<file path="config.mk">
export PLATFORM = sky130hd
export DESIGN_NAME = multi_source_heartbeat_monitor_top
export DESIGN_NICKNAME = d
export VERILOG_FILES = /design/src/design/hbm_pkg.sv /design/src/design/hbm_table.sv /design/src/design/hbm_ctrl.sv /design/src/design/multi_source_heartbeat_monitor_top.sv
export SDC_FILE = /design/constraint.sdc
export NUM_CORES = 1
export LEC_CHECK = 0
export ABC_CLOCK_PERIOD_IN_PS = 6800
export BUFFER_PORTS_ARGS = -buffer_cell sky130_fd_sc_hd__buf_2
export CAP_MARGIN = 15
export CELL_PAD_IN_SITES_DETAIL_PLACEMENT = 0
export CELL_PAD_IN_SITES_GLOBAL_PLACEMENT = 1
export CORE_MARGIN = 8
export CORE_UTILIZATION = 44
export CTS_BUF_LIST = sky130_fd_sc_hd__clkbuf_2
export DETAILED_ROUTE_END_ITERATION = 8
export GPL_TIMING_DRIVEN = 0
export PLACE_DENSITY = 0.66
export SETUP_SLACK_MARGIN = 0.3
export SLEW_MARGIN = 40
export SYNTH_ARGS = -nofsm -noshare
export SYNTH_HDL_FRONTEND = slang
export SYNTH_SLANG_ARGS = --single-unit
</file>
<file path="constraint.sdc">
create_clock -name aclk -period 6.8 [get_ports aclk]
set_input_delay 0.68 -clock aclk [delete_from_list [all_inputs] [get_ports aclk]]
set_output_delay 0.68 -clock aclk [all_outputs]
set_load 0.005 [all_outputs]
</file>
<file path="src/design/hbm_pkg.sv">
// Shared types and constants for the multi-source heartbeat monitor.
// No dependencies; used by hbm_table, hbm_ctrl and the top level.
package hbm_pkg;

    localparam int SOURCES_DEF = 12;
    localparam int TIME_W      = 32;
    localparam int SRC_W       = 8;
    localparam int FAULT_W     = 6;
    localparam int TMO_W       = 16;

    localparam logic [TMO_W-1:0] TIMEOUT_RST = 16'd10;

    localparam logic KIND_BEAT = 1'b0;
    localparam logic KIND_SCAN = 1'b1;

    typedef struct packed {
        logic              fault;
        logic [TIME_W-1:0] last;
    } entry_t;

endpackage

</file>
<file path="src/design/hbm_table.sv">
// Per-source state memory: last-seen time and fault mark, registered read.
// Per-entry valid bits make unwritten entries read as zero after reset.
// Depends on hbm_pkg.
module hbm_table #(
    parameter int SOURCES = hbm_pkg::SOURCES_DEF,
    parameter int IDX_W   = $clog2(SOURCES)
) (
    input  logic                aclk,
    input  logic                aresetn,
    input  logic                rd_en,
    input  logic [IDX_W-1:0]    rd_idx,
    output hbm_pkg::entry_t     rd_entry,
    input  logic                wr_en,
    input  logic [IDX_W-1:0]    wr_idx,
    input  hbm_pkg::entry_t     wr_entry
);

    hbm_pkg::entry_t mem [SOURCES];
    hbm_pkg::entry_t rd_data_reg;
    logic            rd_valid_reg;
    logic [SOURCES-1:0] valid_reg;

    always_ff @(posedge aclk) begin
        if (wr_en) begin
            mem[wr_idx] <= wr_entry;
        end
        if (rd_en) begin
            rd_data_reg <= mem[rd_idx];
        end
    end

    always_ff @(posedge aclk) begin
        if (!aresetn) begin
            valid_reg    <= '0;
            rd_valid_reg <= 1'b0;
        end else begin
            if (wr_en) begin
                valid_reg[wr_idx] <= 1'b1;
            end
            if (rd_en) begin
                rd_valid_reg <= valid_reg[rd_idx];
            end
        end
    end

    assign rd_entry = rd_valid_reg ? rd_data_reg : '0;

endmodule

</file>
<file path="src/design/hbm_ctrl.sv">
// Beat handling, scan sequencer and result register for the heartbeat monitor.
// Drives the hbm_table ports; holds the timeout register. Depends on hbm_pkg.
module hbm_ctrl #(
    parameter int SOURCES = hbm_pkg::SOURCES_DEF,
    parameter int IDX_W   = $clog2(SOURCES)
) (
    input  logic                        aclk,
    input  logic                        aresetn,
    input  logic                        s_tvalid,
    output logic                        s_tready,
    input  logic [71:0]                 s_tdata,
    input  logic                        s_tuser,
    output logic                        m_tvalid,
    input  logic                        m_tready,
    output logic [hbm_pkg::FAULT_W-1:0] m_fault_source,
    output logic                        m_tlast,
    input  logic                        cfg_valid,
    output logic                        cfg_ready,
    input  logic [hbm_pkg::TMO_W-1:0]   cfg_data,
    output logic                        rd_en,
    output logic [IDX_W-1:0]            rd_idx,
    input  hbm_pkg::entry_t             rd_entry,
    output logic                        wr_en,
    output logic [IDX_W-1:0]            wr_idx,
    output hbm_pkg::entry_t             wr_entry
);

    localparam int CNT_W = IDX_W + 1;
    localparam logic [CNT_W-1:0] CNT_END = CNT_W'(SOURCES);

    localparam logic [1:0] ST_IDLE  = 2'd0;
    localparam logic [1:0] ST_SCAN  = 2'd1;
    localparam logic [1:0] ST_FLUSH = 2'd2;

    logic [1:0]                  state_reg, state_next;
    logic [CNT_W-1:0]            addr_reg, addr_next;
    logic                        eval_valid_reg, eval_valid_next;
    logic [IDX_W-1:0]            eval_idx_reg, eval_idx_next;
    logic [hbm_pkg::TIME_W-1:0]  now_reg, now_next;
    logic                        pend_valid_reg, pend_valid_next;
    logic [IDX_W-1:0]            pend_idx_reg, pend_idx_next;
    logic                        out_valid_reg, out_valid_next;
    logic [hbm_pkg::FAULT_W-1:0] out_src_reg, out_src_next;
    logic                        out_last_reg, out_last_next;
    logic [hbm_pkg::TMO_W-1:0]   timeout_reg;

    logic [hbm_pkg::SRC_W-1:0]   in_src;
    logic [hbm_pkg::TIME_W-1:0]  in_stamp;
    logic [hbm_pkg::TIME_W-1:0]  in_now;
    logic [hbm_pkg::TIME_W-1:0]  elapsed;
    logic                        hit;
    logic                        out_free;
    logic                        stall;
    logic                        more;

    assign in_src   = s_tdata[7:0];
    assign in_stamp = s_tdata[39:8];
    assign in_now   = s_tdata[71:40];

    assign elapsed  = now_reg - rd_entry.last;
    assign hit      = eval_valid_reg && (rd_entry.last != '0) && !rd_entry.fault
                      && (elapsed >= {{(hbm_pkg::TIME_W-hbm_pkg::TMO_W){1'b0}}, timeout_reg});
    assign out_free = !out_valid_reg || m_tready;
    assign stall    = hit && pend_valid_reg && !out_free;
    assign more     = addr_reg < CNT_END;

    assign s_tready       = (state_reg == ST_IDLE);
    assign cfg_ready      = (state_reg == ST_IDLE);
    assign m_tvalid       = out_valid_reg;
    assign m_fault_source = out_src_reg;
    assign m_tlast        = out_last_reg;
    assign rd_idx         = addr_reg[IDX_W-1:0];

    always_comb begin
        state_next      = state_reg;
        addr_next       = addr_reg;
        eval_valid_next = eval_valid_reg;
        eval_idx_next   = eval_idx_reg;
        now_next        = now_reg;
        pend_valid_next = pend_valid_reg;
        pend_idx_next   = pend_idx_reg;
        out_valid_next  = out_valid_reg && !m_tready;
        out_src_next    = out_src_reg;
        out_last_next   = out_last_reg;
        rd_en           = 1'b0;
        wr_en           = 1'b0;
        wr_idx          = eval_idx_reg;
        wr_entry        = '{fault: 1'b1, last: rd_entry.last};

        case (state_reg)
            ST_IDLE: begin
                if (s_tvalid) begin
                    if (s_tuser == hbm_pkg::KIND_SCAN) begin
                        now_next        = in_now;
                        addr_next       = CNT_W'(1);
                        eval_valid_next = 1'b0;
                        pend_valid_next = 1'b0;
                        state_next      = ST_SCAN;
                    end else if (in_src < hbm_pkg::SRC_W'(SOURCES)) begin
                        wr_en    = 1'b1;
                        wr_idx   = in_src[IDX_W-1:0];
                        wr_entry = '{fault: 1'b0,
                                     last: (in_stamp != '0) ? in_stamp : in_now};
                    end
                end
            end
            ST_SCAN: begin
                if (!stall) begin
                    rd_en           = more;
                    eval_valid_next = more;
                    eval_idx_next   = addr_reg[IDX_W-1:0];
                    if (more) begin
                        addr_next = addr_reg + CNT_W'(1);
                    end
                    if (hit) begin
                        wr_en = 1'b1;
                        if (pend_valid_reg) begin
                            out_valid_next = 1'b1;
                            out_src_next   = hbm_pkg::FAULT_W'(pend_idx_reg);
                            out_last_next  = 1'b0;
                        end
                        pend_valid_next = 1'b1;
                        pend_idx_next   = eval_idx_reg;
                    end
                    if (!more && !eval_valid_reg) begin
                        state_next = ST_FLUSH;
                    end
                end
            end
            ST_FLUSH: begin
                if (!pend_valid_reg) begin
                    state_next = ST_IDLE;
                end else if (out_free) begin
                    out_valid_next  = 1'b1;
                    out_src_next    = hbm_pkg::FAULT_W'(pend_idx_reg);
                    out_last_next   = 1'b1;
                    pend_valid_next = 1'b0;
                    state_next      = ST_IDLE;
                end
            end
            default: begin
                state_next = ST_IDLE;
            end
        endcase
    end

    always_ff @(posedge aclk) begin
        if (!aresetn) begin
            state_reg      <= ST_IDLE;
            eval_valid_reg <= 1'b0;
            pend_valid_reg <= 1'b0;
            out_valid_reg  <= 1'b0;
            timeout_reg    <= hbm_pkg::TIMEOUT_RST;
        end else begin
            state_reg      <= state_next;
            eval_valid_reg <= eval_valid_next;
            pend_valid_reg <= pend_valid_next;
            out_valid_reg  <= out_valid_next;
            if (cfg_valid && cfg_ready) begin
                timeout_reg <= cfg_data;
            end
        end
    end

    always_ff @(posedge aclk) begin
        addr_reg     <= addr_next;
        eval_idx_reg <= eval_idx_next;
        now_reg      <= now_next;
        pend_idx_reg <= pend_idx_next;
        out_src_reg  <= out_src_next;
        out_last_reg <= out_last_next;
    end

endmodule

</file>
<file path="src/design/multi_source_heartbeat_monitor_top.sv">
// Heartbeat monitor over SOURCES sources: per-source last-seen time and fault mark.
// Input beat: tuser = kind (0 heartbeat, 1 scan); tdata = source_id, stamp, now.
// A heartbeat beat stores its time (stamp, or now when stamp is zero) and clears
// the fault mark of its source; ids at or above SOURCES are dropped, and s_tready
// stays high. A scan beat walks sources 1 to SOURCES-1 through the state memory,
// one entry per cycle while the scan is not paused, with the read of the next
// entry overlapping the check of the current one; s_tready is low after a scan
// beat until the scan has ended and any held fault has gone to the output
// register. Each newly overdue source gives one output
// beat (m_tdata = fault source); the final one of a scan has m_tlast set. One
// fault is held back until the next one or the end of the scan is found, so an
// output beat can trail its check by up to the rest of the scan.
// When m_tready is low the output register holds its beat; the scan pauses when
// it finds a fault while the held fault is full and the output beat is not taken.
// The timeout register is written through cfg_valid/cfg_ready/cfg_data, only
// while idle; reset loads 10. Reset clears all entries to never seen and
// unfaulted at once (per-entry valid bits) and drops any result in flight.
module multi_source_heartbeat_monitor_top #(
    parameter int SOURCES = hbm_pkg::SOURCES_DEF
) (
    input  logic        aclk,
    input  logic        aresetn,
    input  logic        s_tvalid,
    output logic        s_tready,
    input  logic [71:0] s_tdata,   // source_id[7:0], stamp[39:8], now_seconds[71:40]
    input  logic        s_tuser,   // kind
    output logic        m_tvalid,
    input  logic        m_tready,
    output logic [7:0]  m_tdata,   // fault_source[5:0], zero[7:6]
    output logic        m_tlast,
    input  logic        cfg_valid,
    output logic        cfg_ready,
    input  logic [15:0] cfg_data
);

    localparam int IDX_W = $clog2(SOURCES);

    logic                        rd_en;
    logic [IDX_W-1:0]            rd_idx;
    hbm_pkg::entry_t             rd_entry;
    logic                        wr_en;
    logic [IDX_W-1:0]            wr_idx;
    hbm_pkg::entry_t             wr_entry;
    logic [hbm_pkg::FAULT_W-1:0] fault_source;

    hbm_table #(
        .SOURCES (SOURCES),
        .IDX_W   (IDX_W)
    ) u_table (
        .aclk     (aclk),
        .aresetn  (aresetn),
        .rd_en    (rd_en),
        .rd_idx   (rd_idx),
        .rd_entry (rd_entry),
        .wr_en    (wr_en),
        .wr_idx   (wr_idx),
        .wr_entry (wr_entry)
    );

    hbm_ctrl #(
        .SOURCES (SOURCES),
        .IDX_W   (IDX_W)
    ) u_ctrl (
        .aclk           (aclk),
        .aresetn        (aresetn),
        .s_tvalid       (s_tvalid),
        .s_tready       (s_tready),
        .s_tdata        (s_tdata),
        .s_tuser        (s_tuser),
        .m_tvalid       (m_tvalid),
        .m_tready       (m_tready),
        .m_fault_source (fault_source),
        .m_tlast        (m_tlast),
        .cfg_valid      (cfg_valid),
        .cfg_ready      (cfg_ready),
        .cfg_data       (cfg_data),
        .rd_en          (rd_en),
        .rd_idx         (rd_idx),
        .rd_entry       (rd_entry),
        .wr_en          (wr_en),
        .wr_idx         (wr_idx),
        .wr_entry       (wr_entry)
    );

    assign m_tdata = {2'b00, fault_source};

    a_beat_keeps_ready: assert property (@(posedge aclk) disable iff (!aresetn)
        (s_tvalid && s_tready && s_tuser == hbm_pkg::KIND_BEAT) |=> s_tready)
        else $error("heartbeat beat blocked the input");

    a_scan_drops_ready: assert property (@(posedge aclk) disable iff (!aresetn)
        (s_tvalid && s_tready && s_tuser == hbm_pkg::KIND_SCAN) |=> !s_tready)
        else $error("scan did not start");

    a_fault_in_range: assert property (@(posedge aclk) disable iff (!aresetn)
        m_tvalid |-> (fault_source != '0) && (32'(fault_source) < 32'(SOURCES)))
        else $error("fault source out of range");

    a_no_write_on_stall: assert property (@(posedge aclk) disable iff (!aresetn)
        (wr_en && !s_tready) |-> wr_entry.fault)
        else $error("scan wrote an entry without setting its fault mark");

endmodule

</file>
==> run summary <==
============================================================================================
Number of cells on the worst reg-to-reg path                                              24
Worst slack after detailed placement                                                 -275 ps
Leak pwr                                                                             9.34 nW
Basic-gate share of the synthesized area counting and, or, nand and nor cells          6.52%
Max Cap Viol                                                                               0
Synthesized-area fraction occupied by adder cells                                      3.03%
Die Ht                                                                                243 µm
Startpoint of the worst register-to-register path                               u_table.rd_valid_reg
Number of port buffers                                                                   100
Largest fanout on the critical path                                                       12
Post-synthesis instance area                                                      0.0226 mm²
Master cell of the clock root buffer                                            sky130_fd_sc_hd__clkbuf_2
Worst Setup End Kind                                                                register
Power per cell area                                                               330 mW/mm²
Metal3 WL                                                                            4.04 mm
Average cell area after synthesis                                                   15.3 µm²
Series of cell instances along the critical path                                clkbuf_4 > clkbuf_2 > and2_1 > ha_1 > fa_1 > nand2b_1 > a21oi_2 > nor2_1 > a21oi_1 > a21o_1 > a21oi_1 > xnor2_1 > ha_1 > a21o_1 > a21oi_1 > o221ai_1 > or4b_1 > a2111oi_2 > and4_4 > nand3_4 > nand2_4 > a21oi_4 > buf_8 > buf_16
Flop and latch count out of synthesis                                                    513
Most used cells in the layout excluding fill and tap cells                      479 x sky130_fd_sc_hd__edfxtp_1, 206 x sky130_fd_sc_hd__clkbuf_2, 143 x sky130_fd_sc_hd__nand2_1
Final count of pins violating max slew                                                     0
Slew of the pin with the lowest slew margin                                           822 ps
Post-synth EDFFs                                                                         479
Wire length per cell after detailed routing                                          23.3 µm
Post-detailed-route DRC marker count                                                       0
Routed metal-1 wire length                                                           26.1 mm
Number of global-route vias before repair                                              15000
Finished Core Util                                                                     52.9%
Worst relative slew slack                                                              45.2%
Final Routed Wirelength                                                              61.2 mm
Global-route wire length before repair                                               91.7 mm
Initial drt markers                                                                     1157
Initial Util                                                                           44.3%
Initial antenna violation count                                                            2
Dominant cell type by count on the critical path                                sky130_fd_sc_hd__a21oi_1
H-tree depth                                                                               4
Critical Path Max Stage Delay                                                         540 ps
Maximum number of pins on one net before global-route repair                              34
Launch point of the critical path                                               u_table.rd_valid_reg
Num ports                                                                                106
Clock latency at the later pin of the worst-skew pair                                1260 ps
Crit path setup slack, layout                                                         613 ps
First-pass iteration count of the detailed router                                          5
Outcome                                                                         finished clean
Number of warnings issued by yosys                                                         0
Site Rows                                                                                 83
Main combinational cell family by area after synthesis                          multiplexers
CTS buffer count                                                                         135
Instance count along the most critical hold path                                           3
Routed Antenna Nets                                                                        0
Post-Synth XOR/XNOR Area                                                              0.814%
GP Congestion                                                                          0.914
Met2 Wirelength                                                                      29.4 mm
All-Layer GR Usage                                                                     20.8%
Sink count of the clock tree                                                             513
Endpoints failing setup                                                                    0
Slowest cell on the critical path                                               sky130_fd_sc_hd__or4b_1
Full die area                                                                     0.0588 mm²
Highest routed layer                                                                    met4
Type of the worst setup path                                                    register to register
Synthesized netlist cell count                                                          1479
Clock period minus worst slack                                                       6190 ps
Path type of the worst min-delay path                                           primary input to register
Max FFs per register                                                                     396
Proportion of synthesized chip area in sequential cells                                66.7%
Post-synth cell types                                                                     80
Period utilisation layout                                                              91.0%
Synthesized-area fraction occupied by ao, oa, aoi and oai cells                        9.01%
Maximum count of clock buffers along a single path                                         3
Growth of design area from synthesis to finish                                         19.4%
Horizontal die dimension                                                              243 µm
Required arrival time at the worst endpoint                                          7750 ps
FFs w/ async S/R, synth                                                                   0%
Average via count per standard cell                                                     5.58
Half-perimeter wire length of the detailed placement result                          44.3 mm
Count of vias placed by the detailed router                                            14600
Final sum of negative setup slack                                                       0 ps
Count of endpoints failing hold in the final timing report                                 0
Endpoint of the worst hold-timing path                                          u_table.mem[3][9]
Origin of the worst min-delay path                                               s_tdata[17]
Startpoint type of the worst setup path                                             register
RSZ-0062 raised after global routing                                                      no
Largest voltage drop on the vdd net                                                 0.136 mV
Clock edge transition at the registers on the reported setup and hold paths           120 ps
Reg2reg setup slack                                                                   610 ps
Worst endpoint data arrival time                                                     7140 ps
Most frequent standard cell in the layout excluding fill and tap cells          sky130_fd_sc_hd__edfxtp_1
Gr ovfl total                                                                              0
Clock tree skew after final layout                                                   98.2 ps
Ratio of cells with drive above 1 in the final layout                                  28.8%
Critical register-to-register path endpoint                                     u_table.mem[3][8]
Highest clock frequency the design can meet                                          162 MHz
CTS tree                                                                                done
Area of the core                                                                  0.0510 mm²
Most frequently used flop master after synthesis                                sky130_fd_sc_hd__edfxtp_1
Multiplexer fraction of the synthesized cell area                                      11.8%
Total number of nets in the final design                                                1979
============================================================================================
-- worst max-delay path by stage --
stage | end
after CTS | u_table.mem[2][10]
after global placement | u_table.mem[7][23]
after floorplan | u_table.mem[10][0]
after global routing | u_table.mem[3][8]
after detailed placement | u_table.mem[2][21]
final | u_table.mem[3][8]
-- area by class of cell --
type / instances / area (µm²)
fill: 4327 / 24000
sequential: 513 / 15100
multi-input combinational: 857 / 7370
timing repair buffer: 212 / 1860
clock buffer: 198 / 991
tap: 680 / 851
buffer: 73 / 349
clock inverter: 45 / 314
inverter: 39 / 149
antenna: 3 / 7.51
-- cell families after synthesis --
kind of cell,after synthesis
AOI/OAI and AO/OA,330
xor gates and xnor gates,21
adders and majority gates,54
buffers and inverters,112
DFF,513
muxes,139
other,1
and+or+nand+nor,309
-- routing by layer --
| metal | global-route usage, % | up-vias |
|---|---|---|
| met5 | 0 | - |
| met4 | 7.57 | 0 |
| met3 | 5.42 | 118 |
| met2 | 33.1 | 556 |
| met1 | 27.3 | 7284 |
| li1 | - | 6666 |
-- cell usage after synthesis, drive strengths merged (17+ instances only) --
| library cell | instances | share of area (%) |
|---|---|---|
| ha | 53 | 2.9 |
| mux4 | 102 | 10 |
| o21ai | 80 | 1.8 |
| nor3 | 17 | 0.43 |
| edfxtp | 479 | 64 |
| nand2 | 148 | 2.5 |
| a21oi | 130 | 2.9 |
| a211oi | 38 | 1.3 |
| mux2i | 35 | 1.6 |
| dfxtp | 34 | 3.0 |
| nor2 | 50 | 0.83 |
| inv | 37 | 0.62 |
| clkbuf | 43 | 0.72 |
| buf | 30 | 0.70 |
-- critical path, delay by kind of cell (launching register included) --
kind                       cells  cell delay, ps
xor gates and xnor gates       1             140
and+or+nand+nor                7            1860
buffers and inverters          4             820
AOI/OAI and AO/OA              9            1750
adders and majority gates      3             960
DFF                            1             370
-- stage by stage --
| step | instances | power (mW) | instance area, µm² | hold slack, ps |
|---|---|---|---|---|
| 2_1_floorplan | 1482 | 5.72 | 22600 | 400 |
| 3_3_place_gp | 2262 | 6.62 | 23900 | 407 |
| 6_report | 2620 | 8.90 | 27000 | 138 |
| 5_1_grt | 2618 | 9.40 | 27000 | -0.0854 |
| 4_1_cts | 2616 | 8.98 | 26900 | 0.948 |
| 3_5_place_dp | 2290 | 6.68 | 24700 | 416 |
-- timing repair --
action | in CTS | in global routing
setup endpoints to repair | 440 | 381
setup buffers | 0 | 0
hold endpoints to repair | 158 | 11
gates resized for setup | 10 | 11
pin swaps | 0 | 0
hold buffers | 83 | 1
-- power by group --
group          internal (mW)  switching (mW)  total, mW
Sequential              3.77          0.0903       3.86
Combinational           1.07            1.75       2.82
Clock                  0.945            1.28       2.23
(Power assumes the default switching activity.)
